==> config.mk <==
export PLATFORM = sky130hd
export DESIGN_NAME = qstw_comb
export DESIGN_NICKNAME = d
export VERILOG_FILES = /design/src/design/quat_scale_to_world_matrix_assert.svh /design/src/design/qstw_pkg.sv /design/src/design/qstw_comb.sv
export SDC_FILE = /design/constraint.sdc
export NUM_CORES = 1
export LEC_CHECK = 0
export BUFFER_PORTS_ARGS = -buffer_cell sky130_fd_sc_hd__buf_2
export CORE_ASPECT_RATIO = 0.6
export CORE_MARGIN = 3
export CORE_UTILIZATION = 30
export CTS_CLUSTER_DIAMETER = 100
export DETAILED_ROUTE_END_ITERATION = 6
export PLACE_DENSITY = 0.57
export REMOVE_ABC_BUFFERS = 1
export SLEW_MARGIN = 20
export SYNTH_ARGS = -nofsm -noshare
export SYNTH_HDL_FRONTEND = slang
export SYNTH_SLANG_ARGS = --single-unit
==> constraint.sdc <==
create_clock -name clock -period 3.4 [get_ports clock]
set_input_delay 0.17 -clock clock [delete_from_list [all_inputs] [get_ports clock]]
set_output_delay 0.17 -clock clock [all_outputs]
set_load 0.05 [all_outputs]
==> src/design/quat_scale_to_world_matrix_assert.svh <==
// assertion macros used by the quaternion transform rtl
`ifndef QUAT_SCALE_TO_WORLD_MATRIX_ASSERT_SVH
`define QUAT_SCALE_TO_WORLD_MATRIX_ASSERT_SVH
`ifndef SYNTHESIS
// checked property, switched off while reset is high
`define QSTW_ASSERT(lbl, clk, rst, prop, msg) \
   lbl: assert property (@(posedge clk) disable iff (rst) prop) else $error(msg);
// checked property that also holds through reset
`define QSTW_ASSERT_ALWAYS(lbl, clk, prop, msg) \
   lbl: assert property (@(posedge clk) prop) else $error(msg);
`else
`define QSTW_ASSERT(lbl, clk, rst, prop, msg)
`define QSTW_ASSERT_ALWAYS(lbl, clk, prop, msg)
`endif
`endif

==> src/design/qstw_pkg.sv <==
// shared types and constants of the quaternion transform pipeline
package qstw_pkg;

   // field widths
   localparam int Q_W      = 16;
   localparam int SCALE_W  = 16;
   localparam int POS_W    = 32;
   localparam int M_W      = 24;

   // doubled product 2ab >> 14 equals ab >> 13
   localparam int DP_SHIFT = 13;
   localparam int PROD_W   = 2 * Q_W - DP_SHIFT;
   // matrix entry before scaling, with headroom for the sums
   localparam int ENT_W    = PROD_W + 1;
   // entry times scale, scale zero-extended to signed
   localparam int MUL_W    = ENT_W + SCALE_W + 1;
   localparam int SCALE_SHR = 8;
   localparam int SHR_W    = MUL_W - SCALE_SHR;

   localparam int ONE_Q14  = 16384;
   localparam int NUM_ENT  = 9;

   // stages from accepted word to result strobe
   localparam int PIPE_DEPTH = 4;

   // matrix entry positions
   localparam int M00 = 0;
   localparam int M01 = 1;
   localparam int M02 = 2;
   localparam int M10 = 3;
   localparam int M11 = 4;
   localparam int M12 = 5;
   localparam int M20 = 6;
   localparam int M21 = 7;
   localparam int M22 = 8;

   // register file
   localparam int CSR_IDX_W  = 2;
   localparam int CSR_DATA_W = 32;
   localparam logic [CSR_IDX_W-1:0] CSR_EYE_X = 2'd0;
   localparam logic [CSR_IDX_W-1:0] CSR_EYE_Y = 2'd1;
   localparam logic [CSR_IDX_W-1:0] CSR_EYE_Z = 2'd2;

   typedef struct packed {
      logic signed [Q_W-1:0]   quat_x;
      logic signed [Q_W-1:0]   quat_y;
      logic signed [Q_W-1:0]   quat_z;
      logic signed [Q_W-1:0]   quat_w;
      logic [SCALE_W-1:0]      uniform_scale;
      logic signed [POS_W-1:0] origin_x;
      logic signed [POS_W-1:0] origin_y;
      logic signed [POS_W-1:0] origin_z;
   } req_type;

   typedef struct packed {
      logic signed [M_W-1:0]   m00;
      logic signed [M_W-1:0]   m01;
      logic signed [M_W-1:0]   m02;
      logic signed [M_W-1:0]   m10;
      logic signed [M_W-1:0]   m11;
      logic signed [M_W-1:0]   m12;
      logic signed [M_W-1:0]   m20;
      logic signed [M_W-1:0]   m21;
      logic signed [M_W-1:0]   m22;
      logic signed [POS_W-1:0] trans_x;
      logic signed [POS_W-1:0] trans_y;
      logic signed [POS_W-1:0] trans_z;
   } rsp_type;

   // the nine doubled quaternion products
   typedef struct packed {
      logic signed [PROD_W-1:0] xx;
      logic signed [PROD_W-1:0] xy;
      logic signed [PROD_W-1:0] xz;
      logic signed [PROD_W-1:0] xw;
      logic signed [PROD_W-1:0] yy;
      logic signed [PROD_W-1:0] yz;
      logic signed [PROD_W-1:0] yw;
      logic signed [PROD_W-1:0] zw;
      logic signed [PROD_W-1:0] zz;
   } prod_type;

   typedef logic signed [ENT_W-1:0] ent_type;
   typedef logic signed [M_W-1:0]   m_type;

   typedef struct packed {
      logic signed [POS_W-1:0] x;
      logic signed [POS_W-1:0] y;
      logic signed [POS_W-1:0] z;
   } vec3_type;

endpackage

==> src/design/qstw_comb.sv <==
// stage two: unscaled matrix entries from the doubled products
module qstw_comb (
   input  logic                         clock,
   input  logic                         reset,
   input  logic                         valid_i,
   input  qstw_pkg::prod_type           prod_i,
   input  logic [qstw_pkg::SCALE_W-1:0] scale_i,
   output logic                         valid_o,
   output qstw_pkg::ent_type            ent_o [qstw_pkg::NUM_ENT],
   output logic [qstw_pkg::SCALE_W-1:0] scale_o
);
   import qstw_pkg::*;

   logic               valid_ff;
   ent_type            ent_in [NUM_ENT];
   ent_type            ent_ff [NUM_ENT];
   logic [SCALE_W-1:0] scale_ff;
   ent_type            one;

   assign one = ENT_W'(ONE_Q14);

   // diagonal and off-diagonal sums
   always_comb begin
      ent_in[M00] = one - (ENT_W'(prod_i.yy) + ENT_W'(prod_i.zz));
      ent_in[M01] = ENT_W'(prod_i.xy) + ENT_W'(prod_i.zw);
      ent_in[M02] = ENT_W'(prod_i.xz) - ENT_W'(prod_i.yw);
      ent_in[M10] = ENT_W'(prod_i.xy) - ENT_W'(prod_i.zw);
      ent_in[M11] = one - (ENT_W'(prod_i.xx) + ENT_W'(prod_i.zz));
      ent_in[M12] = ENT_W'(prod_i.yz) + ENT_W'(prod_i.xw);
      ent_in[M20] = ENT_W'(prod_i.xz) + ENT_W'(prod_i.yw);
      ent_in[M21] = ENT_W'(prod_i.yz) - ENT_W'(prod_i.xw);
      ent_in[M22] = one - (ENT_W'(prod_i.xx) + ENT_W'(prod_i.yy));
   end

   // valid bit
   always_ff @(posedge clock) begin
      if (reset) begin
         valid_ff <= 1'b0;
      end else begin
         valid_ff <= valid_i;
      end
   end

   // payload
   always_ff @(posedge clock) begin
      ent_ff   <= ent_in;
      scale_ff <= scale_i;
   end

   assign valid_o = valid_ff;
   assign ent_o   = ent_ff;
   assign scale_o = scale_ff;

endmodule

==> results of run 1 <==
synthesized netlist by cell type (all sizes together), types with 13 or more instances:
library cell	count	area share
a31oi	16	0.0076
clkbuf	30	0.0086
nor2	119	0.034
o21a	16	0.0092
nand3	19	0.0072
nor4	13	0.0062
nand2	52	0.015
a21oi	116	0.045
nor3	26	0.0099
nand2b	25	0.012
inv	182	0.052
o21bai	28	0.016
dfxtp	194	0.30
xnor2	95	0.063
ha	225	0.21
xor2	39	0.026
a21o	35	0.020
nor2b	29	0.014
o21ai	66	0.025
a211oi	19	0.011
area by class of cell:
cell class	count	area [µm²]	area share
multi-input cells	1086	8370	0.511
flip-flops and latches	194	3880	0.237
inverters	183	687	0.0419
clock buffers	17	425	0.0260
repair buffers	408	2150	0.131
well taps	570	713	0.0435
clock inverters	13	145	0.00886
diodes	2	5.00	0.000306
power breakdown:
part	internal [µW]	total (µW)	switching, µW
combinational	1220	4470	3250
sequential	2780	2940	155
clock	1030	2060	1020
per-layer routing:
metal / up-vias / GRT usage
li1: 5975 / -
met1: 5658 / 0.264
met2: 341 / 0.266
met3: 35 / 0.0356
met4: 2 / 0.0454
met5: - / 0
registers in the layout, indices dropped and copies added (netlist names):
signal	cells
ent_o	177
scale_o	16
valid_o	1
cells by family after synthesis:
kind of cell               share of synthesized area
AOI/OAI and AO/OA                              0.196
xor gates and xnor gates                      0.0895
adders and majority gates                      0.228
buffers and inverters                         0.0660
DFF                                            0.296
muxes                                        0.00153
and+or+nand+nor                                0.123
final timing paths:
check / cells after the start / to / slack, ns / from
setup / recovery: 11 / ent_o[32]$_DFF_P_ / 0.64 / prod_i[95]
hold / removal: 3 / ent_o[0]$_DFF_P_ / 0.04 / prod_i[152]
critical path: cells and delay by family:
| kind | cells | cell delay [ns] |
|---|---|---|
| AO/OA/AOI/OAI | 5 | 1.32 |
| adder cells (fa/ha/maj) | 2 | 0.62 |
| XOR/XNOR | 1 | 0.20 |
| buffers and inverters | 2 | 0.66 |
| AND/OR/NAND/NOR | 1 | 0.17 |
metrics by stage:
step           cells  hold slack (ns)  worst slack [ns]  cell area [µm²]
2_1_floorplan   1463            0.198             0.695            12900
3_3_place_gp    2420            0.272             0.334            15600
3_5_place_dp    2420            0.274             0.290            15600
4_1_cts         2471           0.0112             0.715            16400
5_1_grt         2473           0.0288             0.489            16400
6_report        2473           0.0419             0.639            16400
==> metrics, run 1 <==
#FFs+latches synth 194; post-synthesis instance total 1,505; Total Routing Usage GR 0.180; vias post-DR roughly 12,000; final setup vio count 0; largest net degree at the start of global routing 19; Worst Path Arrival 3.13 ns; initial antenna violation count 4; Critical Path, Cell by Cell dlygate4sd3_1 -> buf_2 -> ha_1 -> fa_1 -> nand2b_1 -> a21oi_1 -> o21ai_0 -> a22oi_1 -> a211oi_1 -> o21ai_0 -> xor2_1; Yosys warnings 0; CTS tree done; Power Density 578 nW/µm²; die height approximately 170 µm; share of post-route cells with drive strength above 1 0.229; CORE AREA 42,500 µm²; met3 wire len between 2000 and 2500 µm; PortBufs 386; worst min-delay path category in2reg; Synth Area per Inst 8.72 µm²; First-pass DRT Iterations 5; CTS Root Cell clkbuf_16; setup TNS 0 ns; Starting Density 0.308; TritonCTS buffer count 17; Final nets about 2,300; crit path max-delay cell type dlygate4sd3_1; chip width 276 µm; Worst Path Max Fanout 4; H-tree levels 4; number of synthesized flops with an enable pin 0; max_slew headroom 0.405; max_cap viols 0; DR vias/cell 4.86; area grow syn2layout 24.8%; total die area 46,400 µm²; Ports 387; Routed met1 length 21,400 µm; Worst setup EP type flop; ys async rst share 0; worst slew pin tran 0.881 ns; final hold violation count 0; fin crit share 0.812; detailed placement HPWL 35,700 µm; sequential fraction of the synthesis area 0.296; most frequent cells in the layout buf_2, ha_1, dfxtp_1; Worst-path clk slew 0.08 ns; Primary FF master, synth dfxtp_1; metal2 WL 18,300 µm; Distinct cells, synth 73; status finished clean; VDD IR-drop max roughly 340 µV; CTS Sinks ~190; RSZ-0062 raised after global routing no; grt total ovfl 0; hold buffers post-CTS 21; DRC viols 0; fillcell total 4,435; Pleak 0.00825 µW; nature of the critical path startpoint input port; residual antenna-violating net count after detailed routing 0; drt wl/cell 17.2 µm; Setup Fix Bufs, Post-CTS 0; Setup CP Type in2reg; Site Rows a little under 60; Crit path required time 3.77 ns; Post-CTS Resized 0; placer congestion estimate 0.945; most common cell after layout, fill and taps aside buf_2; routed wire length ~43,000 µm; most frequent CP cell o21ai_0; Max Freq 0.362 GHz; first-pass GRT wire length around 65,000 µm; fin. max-slew vios 0; synthesized area 13,100 µm²; Crit path largest cell delay 0.53 ns; end-of-flow core utilization 0.385; Power Total 9460 µW; Final min period 2.76 ns; vias in the first global route between 10,000 and 15,000; DRT iter0 DRCs 923; clk buf depth 2; Highest Signal Layer met5
No activity file was read; power rests on OpenSTA's default activity.
==> run 2: changes to the inputs <==
--- a/config.mk
+++ b/config.mk
@@ -11,7 +11,7 @@
 export CORE_UTILIZATION = 30
 export CTS_CLUSTER_DIAMETER = 100
 export DETAILED_ROUTE_END_ITERATION = 6
-export PLACE_DENSITY = 0.57
+export PLACE_DENSITY = 0.59
 export REMOVE_ABC_BUFFERS = 1
 export SLEW_MARGIN = 20
 export SYNTH_ARGS = -nofsm -noshare
==> constraint.sdc (replaced) <==
create_clock -name clock -period 2.5 [get_ports clock]
set_input_delay 0.125 -clock clock [delete_from_list [all_inputs] [get_ports clock]]
set_output_delay 0.125 -clock clock [all_outputs]
set_load 0.05 [all_outputs]
==> metrics, run 2 (synthesis gave the netlist of run 1 again) <==
status finished clean; Crit path largest cell delay between 0.5 and 0.6 ns; Final min period 2.40 ns; largest net degree at the start of global routing 19; detailed placement HPWL ~38,000 µm; final hold violation count 0; CORE AREA 42,500 µm²; max reg flops 177; nature of the critical path startpoint input port; die height 168 µm; Worst Path Max Fanout 4; setup ws final 0.101 ns; grt total ovfl 0; CTS Sinks 194; RSZ-0062 raised after global routing no; Power Total roughly 13,000 µW; share of post-route cells with drive strength above 1 0.268; most common cell after layout, fill and taps aside buf_2; CTS tree done; vias post-DR 12,500; Worst-path clk slew 0.08 ns; routed wire length ~44,000 µm; Total Routing Usage GR 0.187; DRT iter0 DRCs slightly below 900; final setup vio count 0; Worst setup EP type flop; placer congestion estimate about 0.94; CTS Root Cell clkbuf_16; vias in the first global route 12,200; residual antenna-violating net count after detailed routing 0; initial antenna violation count 5; Worst Path Arrival around 2.7 ns; Site Rows 58; Pleak between 0.008 and 0.009 µW; crit path max-delay cell type dlygate4sd3_1; DR vias/cell 4.86; pre-CTS setup slack -0.468 ns; DP Area 16,300 µm²; Finished Layout Cells 2,578; max_slew headroom 0.577; DRC viols 0; Final nets 2,415; drt wl/cell between 15 and 20 µm; clk buf depth 2; Max Freq 0.417 GHz; worst slew pin tran 0.628 ns; Ports ~390; VDD IR-drop max 374 µV; Starting Density 0.308; worst min-delay path category in2reg; most frequent CP cell a31oi_1; total die area 46,400 µm²; Critical Path, Cell by Cell dlygate4sd3_1 -> buf_2 -> ha_1 -> nor2b_1 -> o31ai_1 -> buf_4 -> a211oi_2 -> a31oi_1 -> nor2_1 -> a221o_1 -> a31oi_1; post-route cell area around 17,000 µm²; most frequent cells in the layout buf_2, ha_1, dfxtp_1; Crit path required time 2.81 ns; fin. max-slew vios 0; Placed Cells roughly 2,500; PortBufs 386; fin crit share 0.960; First-pass DRT Iterations 5; fillcell total roughly 4,400; H-tree levels 4; Setup CP Type in2reg; TritonCTS buffer count 17; max_cap viols 0; area grow syn2layout 31.0%; first-pass GRT wire length 67,700 µm; setup TNS 0 ns; chip width 276 µm; Power Density between 700 and 800 nW/µm²
==> run 2: final timing paths <==
path	startpoint	end	slack [ns]	cells after the start
worst max-delay path	prod_i[134]	ent_o[119]$_DFF_P_	0.10	11
worst min-delay path	prod_i[96]	ent_o[21]$_DFF_P_	0.05	3
==> run 2: stage by stage <==
step / hold slack [ns] / util
finish: 0.0476 / 0.404
global route: 0.0280 / 0.404
CTS: 0.00163 / 0.403
detailed placement: 0.229 / 0.383
global placement: 0.227 / 0.383
floorplan: 0.153 / -
==> run 2: critical path: cells and delay by family <==
kind	cells	cell delay [ns]
AOI/OAI and AO/OA	5	0.98
buffers and inverters	3	0.82
adders and majority gates	1	0.29
and+or+nand+nor	2	0.48
==> run 2: area by class of cell <==
class                      instances  area, µm²  share of cell area
antenna                            4       10.0            0.000582
clock buffer                      19        443              0.0258
clock inverter                    13        141             0.00823
inverter                         183        687              0.0400
multi-input combinational       1086       8390               0.488
sequential                       194       3880               0.226
tap                              570        713              0.0415
timing repair buffer             509       2920               0.170
==> run 2: metal layers <==
layer,share of wire,wire length (µm),GRT usage
met1,0.49,21900,0.272
met5,0.00029,13,0
met2,0.42,18800,0.277
met4,0.023,1020,0.0598
met3,0.058,2590,0.0368
==> run 2: timing repair <==
item                       in CTS  in global routing
buffers inserted                0                  1
gates resized for setup         0                  8
hold endpoints to repair       24                  0
hold buffers                   26                  0
setup endpoints to repair       0                 14
==> run 2: power breakdown <==
group,switching (µW),internal [µW],leakage [µW]
Combinational,4500,1860,0.00683
Clock,1390,1440,0.000282
Sequential,217,3780,0.00164
==> run 3: changes to the inputs <==
==> constraint.sdc (replaced) <==
create_clock -name clock -period 2.14 [get_ports clock]
set_input_delay 0.107 -clock clock [delete_from_list [all_inputs] [get_ports clock]]
set_output_delay 0.107 -clock clock [all_outputs]
set_load 0.05 [all_outputs]
==> metrics, run 3 (synthesis gave the netlist of run 1 again) <==
detailed placement HPWL ~39,000 µm; most frequent CP cell ha_4; WP buf/inv 2; share of post-route cells with drive strength above 1 0.331; total die area 46,400 µm²; Worst-path clk slew 0.08 ns; Final min period 2.19 ns; residual antenna-violating net count after detailed routing 0; worst min-delay path category in2reg; Crit path largest cell delay 0.42 ns; Crit path required time 2.48 ns; crit path max-delay cell type o41a_1; final setup vio count 1; H-tree levels 4; area grow syn2layout 40.8%; die height 168 µm; post-route cell area 18,500 µm²; CP top delay family compound AO/OA/AOI/OAI gates; setup TNS -0.0496 ns; TritonCTS buffer count 17; CTS Root Cell clkbuf_16; Worst Path Arrival ~2.5 ns; CTS Sinks 194; Power Density 855 nW/µm²; RSZ-0062 raised after global routing yes; max reg flops 177; Critical Path, Cell by Cell buf_8 -> ha_4 -> inv_2 -> ha_4 -> fa_2 -> a21oi_4 -> o22ai_2 -> o41a_1 -> a41o_1 -> or2_4 -> a311oi_2 -> xnor2_1; Total Routing Usage GR 0.194; first-pass GRT wire length ~70,000 µm; Final nets between 2,000 and 3,000; Worst Path Max Fanout 2; CORE AREA 42,500 µm²; Max Freq 0.457 GHz; drt wl/cell 16.9 µm; final hold violation count 0; multi-input logic area 8580 µm²; worst slew pin tran approximately 0.62 ns; VDD IR-drop max 475 µV; chip width ~280 µm; status finished, violations left; DR vias/cell 4.78; clk buf depth 2; Setup CP Type in2reg; Site Rows 58; Pleak 0.00948 µW; setup ws final -0.0496 ns; most frequent cells in the layout buf_2, buf_4, ha_1; CTS tree done; routed wire length roughly 46,000 µm; fillcell total 4,304; vias in the first global route about 13,000; vias post-DR between 10,000 and 15,000; violated checks setup timing; fin crit share 1.02; largest net degree at the start of global routing 19; Worst setup EP type flop; DRT iter0 DRCs 866; PortBufs 386; register area 3880 µm²; placer congestion estimate 0.941; max_slew headroom 0.585; nature of the critical path startpoint input port; most common cell after layout, fill and taps aside buf_2; DP Area 17,300 µm²; Ports 387; fin. max-slew vios 0; max_cap viols 0; First-pass DRT Iterations 5; grt total ovfl 0; initial antenna violation count 5; Starting Density 0.308; DRC viols 0
run 3: final timing paths:
| check | startpoint | to | slack [ns] | depth (start not counted) |
|---|---|---|---|---|
| hold / removal | prod_i[37] | ent_o[159]$_DFF_P_ | 0.06 | 4 |
| setup / recovery | prod_i[153] | ent_o[17]$_DFF_P_ | -0.05 | 12 |
run 3: final cells by class:
class	count	share of cell area
inverter	183	0.0372
multi-input combinational	1086	0.464
antenna	4	0.000542
sequential	194	0.210
clock inverter	12	0.00650
timing repair buffer	654	0.218
clock buffer	20	0.0247
tap	570	0.0386
run 3: power breakdown:
part	switching, µW	total (µW)	internal [µW]	leakage (µW)
clock	1650	3250	1600	0.000275
sequential	249	4670	4420	0.00164
combinational	5380	7890	2500	0.00757
total	7280	15800	8520	0.00948
run 3: timing repair:
| action | 4_1_cts | 5_1_grt |
|---|---|---|
| resized for setup | 15 | 37 |
| hold endpoints to repair | 25 | 0 |
| hold buffers | 26 | 0 |
| setup endpoints to repair | 7 | 22 |
| buffers inserted | 4 | 4 |
| pin swaps | 10 | 17 |
run 3: layer usage:
layer | global-route usage | wire, µm
met1 | 0.282 | 22700
met2 | 0.283 | 19400
met3 | 0.0338 | 2470
met4 | 0.0748 | 1370
met5 | 0 | 0
run 3: worst min-delay path: cells and delay by family:
| kind | cells | cell delay (ns) |
|---|---|---|
| AO/OA/AOI/OAI | 1 | 0.08 |
| adder cells (fa/ha/maj) | 1 | 0.15 |
| buffers and inverters | 1 | 0.09 |
| AND/OR/NAND/NOR | 1 | 0.05 |
run 3: stage by stage:
step / worst slack (ns) / util / hold slack (ns) / std cells / power [µW]
3_5_place_dp: -0.786 / 0.408 / 0.211 / 2653 / 12400
4_1_cts: 0.00864 / 0.430 / 0.0278 / 2715 / 15900
3_3_place_gp: -0.765 / 0.408 / 0.209 / 2653 / 12400
2_1_floorplan: -0.502 / - / 0.135 / 1463 / 9890
5_1_grt: -0.125 / 0.434 / 0.0581 / 2723 / 16700
6_report: -0.0496 / 0.434 / 0.0650 / 2723 / 15800
