--- src/design/quat_scale_to_world_matrix_assert.svh ---
// assertion macros used by the quaternion transform rtl
`ifndef QUAT_SCALE_TO_WORLD_MATRIX_ASSERT_SVH
`define QUAT_SCALE_TO_WORLD_MATRIX_ASSERT_SVH
`ifndef SYNTHESIS
// checked property, switched off while reset is high
`define QSTW_ASSERT(lbl, clk, rst, prop, msg) \
   lbl: assert property (@(posedge clk) disable iff (rst) prop) else $error(msg);
// checked property that also holds through reset
`define QSTW_ASSERT_ALWAYS(lbl, clk, prop, msg) \
   lbl: assert property (@(posedge clk) prop) else $error(msg);
`else
`define QSTW_ASSERT(lbl, clk, rst, prop, msg)
`define QSTW_ASSERT_ALWAYS(lbl, clk, prop, msg)
`endif
`endif

--- src/design/qstw_pkg.sv ---
// shared types and constants of the quaternion transform pipeline
package qstw_pkg;

   // field widths
   localparam int Q_W      = 16;
   localparam int SCALE_W  = 16;
   localparam int POS_W    = 32;
   localparam int M_W      = 24;

   // doubled product 2ab >> 14 equals ab >> 13
   localparam int DP_SHIFT = 13;
   localparam int PROD_W   = 2 * Q_W - DP_SHIFT;
   // matrix entry before scaling, with headroom for the sums
   localparam int ENT_W    = PROD_W + 1;
   // entry times scale, scale zero-extended to signed
   localparam int MUL_W    = ENT_W + SCALE_W + 1;
   localparam int SCALE_SHR = 8;
   localparam int SHR_W    = MUL_W - SCALE_SHR;

   localparam int ONE_Q14  = 16384;
   localparam int NUM_ENT  = 9;

   // stages from accepted word to result strobe
   localparam int PIPE_DEPTH = 4;

   // matrix entry positions
   localparam int M00 = 0;
   localparam int M01 = 1;
   localparam int M02 = 2;
   localparam int M10 = 3;
   localparam int M11 = 4;
   localparam int M12 = 5;
   localparam int M20 = 6;
   localparam int M21 = 7;
   localparam int M22 = 8;

   // register file
   localparam int CSR_IDX_W  = 2;
   localparam int CSR_DATA_W = 32;
   localparam logic [CSR_IDX_W-1:0] CSR_EYE_X = 2'd0;
   localparam logic [CSR_IDX_W-1:0] CSR_EYE_Y = 2'd1;
   localparam logic [CSR_IDX_W-1:0] CSR_EYE_Z = 2'd2;

   typedef struct packed {
      logic signed [Q_W-1:0]   quat_x;
      logic signed [Q_W-1:0]   quat_y;
      logic signed [Q_W-1:0]   quat_z;
      logic signed [Q_W-1:0]   quat_w;
      logic [SCALE_W-1:0]      uniform_scale;
      logic signed [POS_W-1:0] origin_x;
      logic signed [POS_W-1:0] origin_y;
      logic signed [POS_W-1:0] origin_z;
   } req_type;

   typedef struct packed {
      logic signed [M_W-1:0]   m00;
      logic signed [M_W-1:0]   m01;
      logic signed [M_W-1:0]   m02;
      logic signed [M_W-1:0]   m10;
      logic signed [M_W-1:0]   m11;
      logic signed [M_W-1:0]   m12;
      logic signed [M_W-1:0]   m20;
      logic signed [M_W-1:0]   m21;
      logic signed [M_W-1:0]   m22;
      logic signed [POS_W-1:0] trans_x;
      logic signed [POS_W-1:0] trans_y;
      logic signed [POS_W-1:0] trans_z;
   } rsp_type;

   // the nine doubled quaternion products
   typedef struct packed {
      logic signed [PROD_W-1:0] xx;
      logic signed [PROD_W-1:0] xy;
      logic signed [PROD_W-1:0] xz;
      logic signed [PROD_W-1:0] xw;
      logic signed [PROD_W-1:0] yy;
      logic signed [PROD_W-1:0] yz;
      logic signed [PROD_W-1:0] yw;
      logic signed [PROD_W-1:0] zw;
      logic signed [PROD_W-1:0] zz;
   } prod_type;

   typedef logic signed [ENT_W-1:0] ent_type;
   typedef logic signed [M_W-1:0]   m_type;

   typedef struct packed {
      logic signed [POS_W-1:0] x;
      logic signed [POS_W-1:0] y;
      logic signed [POS_W-1:0] z;
   } vec3_type;

endpackage

--- src/design/qstw_trans.sv ---
// eye offset registers and the saturating translation path
module qstw_trans (
   input  logic                            clock,
   input  logic                            reset,
   input  logic                            csr_we,
   input  logic [qstw_pkg::CSR_IDX_W-1:0]  csr_idx,
   input  logic [qstw_pkg::CSR_DATA_W-1:0] csr_wdata,
   input  qstw_pkg::vec3_type              origin_i,
   output qstw_pkg::vec3_type              trans_o
);
   import qstw_pkg::*;

   logic signed [POS_W-1:0] eye_x_ff;
   logic signed [POS_W-1:0] eye_y_ff;
   logic signed [POS_W-1:0] eye_z_ff;
   vec3_type                diff_in;
   vec3_type                stg_ff [PIPE_DEPTH];

   // origin minus eye, clamped to 32 bits
   function automatic logic signed [POS_W-1:0] sat_sub(input logic signed [POS_W-1:0] a,
                                                       input logic signed [POS_W-1:0] b);
      logic signed [POS_W:0]   d;
      logic signed [POS_W-1:0] r;
      d = {a[POS_W-1], a} - {b[POS_W-1], b};
      if (d[POS_W] == d[POS_W-1]) begin
         r = d[POS_W-1:0];
      end else if (d[POS_W]) begin
         r = {1'b1, {(POS_W-1){1'b0}}};
      end else begin
         r = {1'b0, {(POS_W-1){1'b1}}};
      end
      return r;
   endfunction

   // register writes
   always_ff @(posedge clock) begin
      if (reset) begin
         eye_x_ff <= '0;
         eye_y_ff <= '0;
         eye_z_ff <= '0;
      end else if (csr_we) begin
         case (csr_idx)
            CSR_EYE_X: begin
               eye_x_ff <= POS_W'(csr_wdata);
            end
            CSR_EYE_Y: begin
               eye_y_ff <= POS_W'(csr_wdata);
            end
            CSR_EYE_Z: begin
               eye_z_ff <= POS_W'(csr_wdata);
            end
            default: begin
            end
         endcase
      end
   end

   always_comb begin
      diff_in.x = sat_sub(origin_i.x, eye_x_ff);
      diff_in.y = sat_sub(origin_i.y, eye_y_ff);
      diff_in.z = sat_sub(origin_i.z, eye_z_ff);
   end

   // delay line matching the matrix pipeline
   always_ff @(posedge clock) begin
      stg_ff[0] <= diff_in;
      for (int k = 1; k < PIPE_DEPTH; k++) begin
         stg_ff[k] <= stg_ff[k-1];
      end
   end

   assign trans_o = stg_ff[PIPE_DEPTH-1];

endmodule

--- config.mk ---
export PLATFORM = sky130hd
export DESIGN_NAME = qstw_trans
export DESIGN_NICKNAME = d
export VERILOG_FILES = /design/src/design/quat_scale_to_world_matrix_assert.svh /design/src/design/qstw_pkg.sv /design/src/design/qstw_trans.sv
export SDC_FILE = /design/constraint.sdc
export NUM_CORES = 1
export LEC_CHECK = 0
export BUFFER_PORTS_ARGS = -buffer_cell sky130_fd_sc_hd__buf_2
export CORE_MARGIN = 5
export CORE_UTILIZATION = 45
export CTS_CLUSTER_SIZE = 28
export DETAILED_ROUTE_END_ITERATION = 12
export GPL_TIMING_DRIVEN = 0
export HOLD_SLACK_MARGIN = 0.02
export MAX_ROUTING_LAYER = met4
export PLACE_DENSITY = 0.75
export SETUP_SLACK_MARGIN = 0.2
export SYNTH_ARGS = -nofsm -noshare
export SYNTH_HDL_FRONTEND = slang
export SYNTH_SLANG_ARGS = --single-unit
--- constraint.sdc ---
create_clock -name clock -period 8.25 [get_ports clock]
set_clock_uncertainty 0.15 [all_clocks]
set_input_delay 1.2375 -clock clock [delete_from_list [all_inputs] [get_ports clock]]
set_output_delay 1.2375 -clock clock [all_outputs]
set_load 0.03 [all_outputs]
==> results.tsv, run 1 <==
metric	value	unit
number of hold buffers added after cts	0	
clk_lat worst skew	0.58	ns
crit path time final	4.31	ns
final core utilization	55.1	%
Final Wtd Congestion	0.920	
fin crit share	52.2	%
GRT Total Usage	20.7	%
Worst-Margin Slew	1.01	ns
Iter 0 DRT Violations	627	
number of flops mapped to enable cells by yosys	0	
CTS-repair resized insts	0	
Critical Path RT	8.52	ns
Clk pin slew, worst setup/hold paths	0.06	ns
commonest non-fill, non-tap cells in the layout	dfxtp_1 (480), nand2_1 (259), buf_2 (243)	
Area growth syn-to-layout	20.3	%
CTS tree	built	
P_leak	0.00860	µW
Top Usage Layer GRT	met2	
Slew Viols, Final	0	
starting density of the core	45.8	%
crit path DAT	4.58	ns
Final nets	2293	
share of layout cells above drive strength 1	17.2	%
MaxCap Viol Count	0	
Die W	206	µm
Achievable Freq	232	MHz
global route total overflow	0	
Peak VDD IR	0.000170	V
grt met1 use	26.2	%
Post-Synthesis Cell Area	17300	µm²
Cells after Synth	1784	
antenna-violating nets left	0	
DR pass1 iterations	5	
largest net degree at the start of global routing	16	
flops & latches, synth	480	
initial antenna violation count	10	
I/O Buffers	227	
run status	complete, no violations	
number of global-route vias before repair	12900	
Post-Route WL	43000	µm
Async SR Flop Fraction	0	%
DP Wirelength	34100	µm
postcts setup bufs	0	
Sink Count	480	
Die H	206	µm
Seq/Total Area, Yosys	55.4	%
Core ar.	37800	µm²
first-pass GRT wire length	67400	µm
Global Route met3 Usage	4.60	%
Rel. slew slack	32.8	%
# H-tree levels	2	
Via Count	13100	
via/cell ratio	4.99	
M2 GR Usage	33.9	%
library cells used by synthesis	77	
row cnt	71	
Top FF cell, synth	dfxtp_1	
clock buffer count from CTS	48	
Die ar.	42500	µm²
I/O pins	229	
setup TNS	0	ns
endpoints failing hold	0	
type of the tightest min-delay check	flop to flop	
RSZ-0062 raised after global routing	false	
YS warnings	0	
critical path class	input pin to flop	
Critical Path Fanout Max	10	
Filler cells	3443	
crit end category	flop	
pwr/cell area	294	nW/µm²
commonest non-fill, non-tap cell in the layout	dfxtp_1	
mean routed wirelength per cell	16.4	µm
Final setup violation count	0	
Post-route DRC	0	
clock root cell	clkbuf_16	
Mapped Nets	2016	
Avg Inst Size Synth	9.72	µm²
Max clock buf depth	3	
critical path launch point type	input pin	
==> kinds of logic after synthesis <==
kind of cell	after synthesis	share of synthesized area [%]
AOI/OAI and AO/OA	496	17.5
DFF	480	55.4
and+or+nand+nor	422	10.8
buffers and inverters	203	4.56
adders and majority gates	104	7.59
xor gates and xnor gates	77	3.89
muxes	2	0.188
==> synth_stat cells (14+ instances only) <==
| master | count | share of area (%) |
|---|---|---|
| dfxtp_1 | 480 | 55 |
| ha_1 | 96 | 6.9 |
| nor2_1 | 47 | 1.0 |
| xnor2_1 | 51 | 2.6 |
| a211oi_1 | 14 | 0.61 |
| a21o_1 | 38 | 1.6 |
| o21bai_1 | 14 | 0.61 |
| clkbuf_1 | 45 | 0.97 |
| inv_1 | 139 | 3.0 |
| nand3_1 | 19 | 0.55 |
| o21ai_0 | 84 | 2.4 |
| nor3_1 | 17 | 0.49 |
| o21ai_1 | 19 | 0.55 |
| buf_2 | 16 | 0.46 |
| nand4_1 | 17 | 0.61 |
| xor2_1 | 26 | 1.3 |
| a21oi_1 | 227 | 6.6 |
| nand2_1 | 259 | 5.6 |
==> where the power goes <==
group,switching (µW),internal [µW]
combinational,649,317
sequential,106,2790
clock,902,1370
==> registers in the layout (all words and copies together), names as in the netlist <==
register  cells
stg_ff      384
eye_x_ff     32
eye_y_ff     32
eye_z_ff     32
==> worst max-delay path: stages <==
cell and delay [ns]:
buf_2 0.10, inv_1 0.05, ha_1 0.16, inv_1 0.06, fa_1 0.39, a21oi_1 0.24
o211a_1 0.26, o21a_1 0.29, a31oi_2 0.21, a221oi_1 0.37, nand2_1 0.10, o21bai_1 0.50
clkbuf_1 0.41, o21ai_0 0.20
==> stage by stage <==
step                      worst slack (ns)  area [µm²]  power [µW]  std cells  hold WS [ns]
after global routing                  3.78       20800        6430       2621         0.169
final                                 3.94       20800        6140       2621         0.158
after global placement                3.52       19100        3900       2522         0.160
after CTS                             4.08       20800        6210       2611         0.160
after detailed placement              3.48       19100        3910       2522         0.162
after floorplan                       4.31       17300        3580       1784         0.160
==> final timing paths <==
| check | start | to | slack, ns | cells past startpoint |
|---|---|---|---|---|
| max reg2reg | eye_x_ff[0] | stg_ff[0][68] | 4.28 | 12 |
| min reg2reg | stg_ff[0][51] | stg_ff[1][51] | 0.16 | 0 |
| min | stg_ff[0][51] | stg_ff[1][51] | 0.16 | 0 |
| max | origin_i[64] | stg_ff[0][68] | 3.94 | 14 |
==> cell type report <==
cell class / instances / area (µm²) / share of cell area (%)
clock inverter: 28 / 352 / 1.69
buffer: 64 / 269 / 1.29
timing repair buffer: 227 / 1140 / 5.45
clock buffer: 61 / 1360 / 6.53
antenna: 10 / 25.0 / 0.120
tap: 511 / 639 / 3.07
multi-input combinational: 1101 / 6930 / 33.3
sequential: 480 / 9610 / 46.1
inverter: 139 / 522 / 2.50
==> routing by layer <==
layer  share of wire (%)  up-vias
li1                    -     6647
met1                  45     6079
met2                  47      306
met3                 6.0       49
met4                 1.8        0
met5                   0        -
Note: power is estimated with default switching activity, not from simulation.
==> run 2: changes to the inputs <==
--- a/config.mk
+++ b/config.mk
@@ -13,7 +13,7 @@
 export GPL_TIMING_DRIVEN = 0
 export HOLD_SLACK_MARGIN = 0.02
 export MAX_ROUTING_LAYER = met4
-export PLACE_DENSITY = 0.75
+export PLACE_DENSITY = 0.77
 export SETUP_SLACK_MARGIN = 0.2
 export SYNTH_ARGS = -nofsm -noshare
 export SYNTH_HDL_FRONTEND = slang
==> constraint.sdc (replaced) <==
create_clock -name clock -period 3.5 [get_ports clock]
set_clock_uncertainty 0.15 [all_clocks]
set_input_delay 0.525 -clock clock [delete_from_list [all_inputs] [get_ports clock]]
set_output_delay 0.525 -clock clock [all_outputs]
set_load 0.03 [all_outputs]
==> run 2 against run 1 <==
  * Clock power rose by 110%
  * Cell count rose by 0.46%
  * Hold slack got worse by 0.10 ns
  * Final area rose by 1.2%
  * Largest cell class unchanged
  * Sequential cell count did not move
  * Sequential share of layout area fell by 0.52 points
  * Combinational power rose to 2.5 times the previous value
  * Largest power group unchanged
  * Non-clock buffer count rose by 22
  * Sequential power rose by 140%
  * Register-to-register slack got worse by 4.1 ns
  * Via count rose by 2.3%
  * Critical path type is now flop to flop
  * Routed wire length rose by 4.3%
==> results.tsv, run 2 (same netlist as run 1, synthesis figures left out) <==
metric	value	unit	change
run status	complete, no violations		
# H-tree levels	2		unchanged
fin crit share	95.5	%	
Rel. slew slack	32.0	%	-0.83 points
RSZ-0062 raised after global routing	true		
Clk pin slew, worst setup/hold paths	0.06	ns	about the same
Critical Path Fanout Max	6		-4
Reg with most FFs	stg_ff		
CTS tree	built		
Final Wtd Congestion	0.907		-1.4%
via/cell ratio	5.08		+1.8%
CP top delay family	compound AO/OA/AOI/OAI gates		
commonest non-fill, non-tap cells in the layout	dfxtp_1 (478), nand2_1 (258), buf_2 (234)		
Slew Viols, Final	0		unchanged
first-pass GRT wire length	68600	µm	+1.7%
Core ar.	37800	µm²	unchanged
setup ws final	0.158	ns	-3.78 ns
Max clock buf depth	3		unchanged
met3 wire length	2740	µm	+5.9%
setup TNS	0	ns	unchanged
DP Wirelength	34100	µm	about the same
Final nets	2312		+0.83%
clock root cell	clkbuf_16		
Sink Count	480		unchanged
DR pass1 iterations	5		unchanged
Post-Route WL	44900	µm	+4.3%
Design Power	14000	µW	+130%
I/O pins	229		unchanged
Critical Path RT	3.81	ns	-4.71 ns
highest routing layer actually used	met4		
max reg flops	384		unchanged
Area growth syn-to-layout	21.7	%	
Via Count	13400		+2.3%
CP max stage cell	fa_2		
Achievable Freq	299	MHz	
starting density of the core	45.8	%	unchanged
crit end category	flop		
pwr/cell area	662	nW/µm²	+120%
antenna-violating nets left	0		unchanged
Die W	206	µm	unchanged
Filler cells	3375		-2.0%
Die ar.	42500	µm²	unchanged
MaxCap Viol Count	0		unchanged
critical-path cell list	ha_4 -> inv_2 -> fa_2 -> a211oi_2 -> o211ai_1 -> a31oi_2 -> a21oi_2 -> a211o_1 -> a211o_1 -> mux2i_4 -> buf_12 -> buf_8 -> a21oi_1		
clk_lat worst skew	0.59	ns	about the same
final hold slack	0.0572	ns	-0.101 ns
Die H	206	µm	unchanged
placement-stage worst setup slack	-0.625	ns	-4.11 ns
mean routed wirelength per cell	17.1	µm	+3.9%
CP bufs+invs	3		-1
largest net degree at the start of global routing	17		+1
global route total overflow	0		unchanged
commonest non-fill, non-tap cell in the layout	dfxtp_1		
crit path DAT	3.65	ns	-0.93 ns
met2 WL	21000	µm	+3.0%
Worst-Margin Slew	1.02	ns	+0.0124 ns
Crit path top cell by count	a211o_1		
critical path class	flop to flop		
critical path launch point type	flop		
type of the tightest min-delay check	input pin to flop		
I/O Buffers	227		unchanged
Final setup violation count	0		unchanged
number of global-route vias before repair	13200		+1.7%
Post-route DRC	0		unchanged
initial antenna violation count	8		-2
Critical Path Max Stage Delay	0.40	ns	-0.10 ns
Peak VDD IR	0.000370	V	+120%
P_leak	0.00868	µW	+0.91%
share of layout cells above drive strength 1	19.5	%	+2.3 points
Iter 0 DRT Violations	833		+33%
row cnt	71		unchanged
crit path time final	3.34	ns	
clock buffer count from CTS	45		-6.3%
endpoints failing hold	0		unchanged
GRT Total Usage	21.1	%	+0.39 points
final core utilization	55.7	%	+0.65 points
Metal-1 WL	19700	µm	+2.0%
## run 2: changes by cell type in the layout (fill, tap and decap cells not counted), moves of 4 or more
cell,delta
a21oi_1,-9
a21oi_2,+9
buf_2,-9
buf_4,+22
buf_6,+4
bufinv_16,-5
clkbuf_16,-4
o21ai_0,-9
o21ai_1,+5
o21ai_2,+4
## run 2: metrics by stage
step / instances / area (µm²)
detailed placement: 2522 / 19100
global route: 2633 / 21100
finish: 2633 / 21100
global placement: 2522 / 19100
CTS: 2606 / 20700
floorplan: 1784 / 17300
## run 2: path summary, 6_finish.rpt
check        slack (ns)     startpoint  cells after the start       endpoint
min reg2reg        0.17  stg_ff[2][51]                      0  stg_ff[3][51]
min                0.06  csr_wdata[31]                      3   eye_z_ff[31]
max                0.16    eye_z_ff[0]                     13  stg_ff[0][10]
max reg2reg        0.16    eye_z_ff[0]                     13  stg_ff[0][10]
## run 2: tightest hold or removal path, stage by stage
cell	delay, ns
buf_2	0.12
nand2_1	0.05
a21oi_1	0.05
## run 2: repair_timing
item | 4_1_cts | 5_1_grt
hold buffers | 0 | 0
gates cloned | 0 | 2
gates resized for setup | 34 | 57
endpoints found under the setup margin | 88 | 86
pin swaps | 6 | 26
buffers inserted | 3 | 17
## run 2: where the power goes
group / switching [µW] / leakage [µW] / internal (µW)
clock: 2070 / 0.000692 / 2620
combinational: 1600 / 0.00397 / 826
sequential: 267 / 0.00402 / 6580
total: 3940 / 0.00868 / 10000
## run 2: final cells by class
| type | count | area [µm²] | share of cell area, % |
|---|---|---|---|
| clock buffer | 59 | 1250 | 5.92 |
| clock inverter | 22 | 198 | 0.937 |
| buffer | 64 | 318 | 1.51 |
| inverter | 139 | 522 | 2.47 |
| sequential | 480 | 9610 | 45.6 |
| timing repair buffer | 249 | 1330 | 6.32 |
| tap | 511 | 639 | 3.03 |
| antenna | 8 | 20.0 | 0.0949 |
| multi-input combinational | 1101 | 7200 | 34.1 |
## run 2: per-layer routing
metal  up-vias  track usage (%)
met4         0             6.61
met1      6233             26.4
met2       364             34.2
li1       6686                -
met3        97             4.71
met5         -                -
==> run 3: changes to the inputs <==
--- a/config.mk
+++ b/config.mk
@@ -5,6 +5,7 @@
 export SDC_FILE = /design/constraint.sdc
 export NUM_CORES = 1
 export LEC_CHECK = 0
+export ABC_AREA = 1
 export BUFFER_PORTS_ARGS = -buffer_cell sky130_fd_sc_hd__buf_2
 export CORE_MARGIN = 5
 export CORE_UTILIZATION = 45
==> run 3 against run 2 <==
  * Critical endpoint is now stg_ff[0][65]
  * Power rose by 11%
  * Sequential power increased by 5.5%
  * Final area rose by 5.9%
  * Synthesized area increased by 9.1%
  * Utilization decreased by 2.2 points
  * Register-to-register slack better by 0.52 ns
  * Cell count up 19%
  * First-iteration DRC count is 2.4% higher
  * Routed wire length rose by 11%
  * Critical path depth increased by 3
==> results.tsv, run 3 <==
metric	value	unit	change
Core ar.	41800	µm²	+10%
first-pass GRT wire length	78400	µm	+14%
I/O pins	229		unchanged
Iter 0 DRT Violations	853		+2.4%
share of layout cells above drive strength 1	16.2	%	-3.3 points
clock root cell	clkbuf_16		
Post-route DRC	0		unchanged
Area growth syn-to-layout	18.1	%	
GRT Total Usage	21.9	%	+0.79 points
Top FF cell, synth	dfxtp_1		
CTS-repair resized insts	0		-100%
fin crit share	80.6	%	-15 points
number of flops mapped to enable cells by yosys	0		unchanged
top cells by area, synth	dfxtp_1 (51%), nand2_1 (13%), ha_1 (6.4%)		
clock buffer count from CTS	46		+2.2%
commonest non-fill, non-tap cells in the layout	nand2_1 (657), dfxtp_1 (480), inv_1 (285)		
register area	9610	µm²	about the same
Post-synth top cells	nand2_1 (657), dfxtp_1 (480), inv_1 (285), nor2_1 (231), a21oi_1 (102)		
Reg with most FFs	stg_ff		
Critical Path Fanout Max	10		+4
critical path class	flop to flop		
run status	complete, no violations		
critical path launch point type	flop		
P_leak	0.0109	µW	+25%
row cnt	75		+5.6%
number of hold buffers added after cts	0		unchanged
initial antenna violation count	6		-2
Slew Viols, Final	0		unchanged
placement-stage worst setup slack	0.515	ns	+1.14 ns
area of the multi-input gates	7910	µm²	+9.8%
pwr/cell area	693	nW/µm²	+4.7%
I/O Buffers	226		-0.44%
Clk pin slew, worst setup/hold paths	0.06	ns	about the same
Mapped Nets	2521		+25%
mean routed wirelength per cell	15.8	µm	-7.3%
largest net degree at the start of global routing	16		-1
Synth top area share	50.8	%	-4.6 points
largest area contributor in the netlist	dfxtp_1		
endpoints failing hold	0		unchanged
Post-Synthesis Cell Area	18900	µm²	+9.1%
max reg flops	384		unchanged
Async SR Flop Fraction	0	%	unchanged
DP Wirelength	40200	µm	+18%
crit end category	flop		
crit path time final	2.82	ns	-0.521 ns
RSZ-0062 raised after global routing	false		
MaxCap Viol Count	0		unchanged
starting density of the core	45.3	%	-0.51 points
Avg Inst Size Synth	8.26	µm²	-15%
type of the tightest min-delay check	input pin to flop		
setup TNS	0	ns	unchanged
Cells after Synth	2289		+28%
Final Wtd Congestion	0.937		+3.3%
antenna-violating nets left	0		unchanged
Seq/Total Area, Yosys	50.8	%	-4.6 points
Peak VDD IR	0.000596	V	+61%
postcts setup bufs	0		-3
DR pass1 iterations	5		unchanged
Achievable Freq	354	MHz	+18%
global route total overflow	0		unchanged
Worst-Margin Slew	0.600	ns	-0.418 ns
commonest non-fill, non-tap cell in the layout	nand2_1		
Die ar.	46200	µm²	+8.7%
crit path DAT	3.15	ns	-0.50 ns
Sink Count	480		unchanged
flops & latches, synth	480		unchanged
via/cell ratio	4.75		-6.5%
clk_lat worst skew	0.62	ns	+0.03 ns
final core utilization	53.5	%	-2.2 points
Die H	215	µm	+4.2%
number of global-route vias before repair	15000		+14%
YS warnings	0		unchanged
Final nets	2795		+21%
library cells used by synthesis	33		-57%
Post-Route WL	49700	µm	+11%
count leader, synth	nand2_1		
# H-tree levels	2		unchanged
Filler cells	3847		+14%
setup ws final	0.678	ns	+0.521 ns
Die W	215	µm	+4.2%
Via Count	14900		+12%
Final setup violation count	0		unchanged
Rel. slew slack	60.0	%	+28 points
Max clock buf depth	3		unchanged
Critical Path RT	3.83	ns	+0.02 ns
CTS tree	built		
run 3: changes by cell type in the layout (fill, tap and decap cells not counted), moves of 36 or more:
cell      change
nand2_1     +399
nor2_1      +184
inv_1       +147
a21oi_1     -116
a211oi_1     +81
o21ai_0      -55
nand3_1      +38
a21o_1       -37
xnor2_1      -36
run 3: cell type report:
class	instances	share of cell area, %
Inverter	297	4.99
Multi-Input combinational cell	1467	35.4
Clock buffer	61	5.72
Sequential cell	480	43.0
Antenna cell	6	0.0672
Tap cell	539	3.02
Clock inverter	24	1.46
Buffer	45	1.26
Timing Repair Buffer	226	5.06
run 3: cells by family after synthesis:
| group | synth area share, % |
|---|---|
| buffers and inverters | 7.38 |
| AOI/OAI and AO/OA | 9.27 |
| DFF | 50.8 |
| and+or+nand+nor | 23.3 |
| xor gates and xnor gates | 2.59 |
| adders and majority gates | 6.67 |
run 3: path summary, 6_finish.rpt:
check / from / end / slack [ns] / cells past startpoint
worst min-delay path: csr_wdata[0] / eye_x_ff[0] / 0.07 / 3
worst max-delay path: eye_x_ff[0] / stg_ff[0][65] / 0.68 / 16
worst min register to register: stg_ff[0][0] / stg_ff[1][0] / 0.17 / 0
worst max register to register: eye_x_ff[0] / stg_ff[0][65] / 0.68 / 16
run 3: per-layer routing:
layer  global-route usage [%]  vias up  wire length, µm
met5                        -        -                0
met4                     6.74        0             1540
met3                     4.11       92             2460
met2                     36.6      355            23600
met1                     27.0     6738            22100
li1                         -     7760                -
run 3: critical path, cell delays in order (launching register included):
cell,delay [ns]
dfxtp_1,0.40
ha_1,0.21
inv_1,0.09
fa_1,0.44
nand2_1,0.12
nand3_1,0.10
nand3_1,0.10
nand2_2,0.09
nand2_1,0.09
nand2_2,0.09
nand2_2,0.11
nand3_1,0.09
nand2_2,0.10
nand3_2,0.11
buf_6,0.17
nand2_1,0.15
nand2_1,0.06
run 3: where the power goes:
| group | switching, µW | leakage (µW) | internal [µW] |
|---|---|---|---|
| combinational | 2200 | 0.00608 | 984 |
| clock | 2150 | 0.000775 | 2920 |
| sequential | 330 | 0.00403 | 6900 |
run 3: stage by stage:
stage / total power [µW] / instances / instance area (µm²) / hold slack [ns]
after floorplan: 9480 / 2289 / 18900 / 0.160
after global placement: 10500 / 3054 / 20700 / 0.160
after detailed placement: 10500 / 3054 / 20700 / 0.162
after CTS: 15600 / 3139 / 22300 / 0.0353
after global routing: 16300 / 3145 / 22300 / 0.0801
final: 15500 / 3145 / 22300 / 0.0739
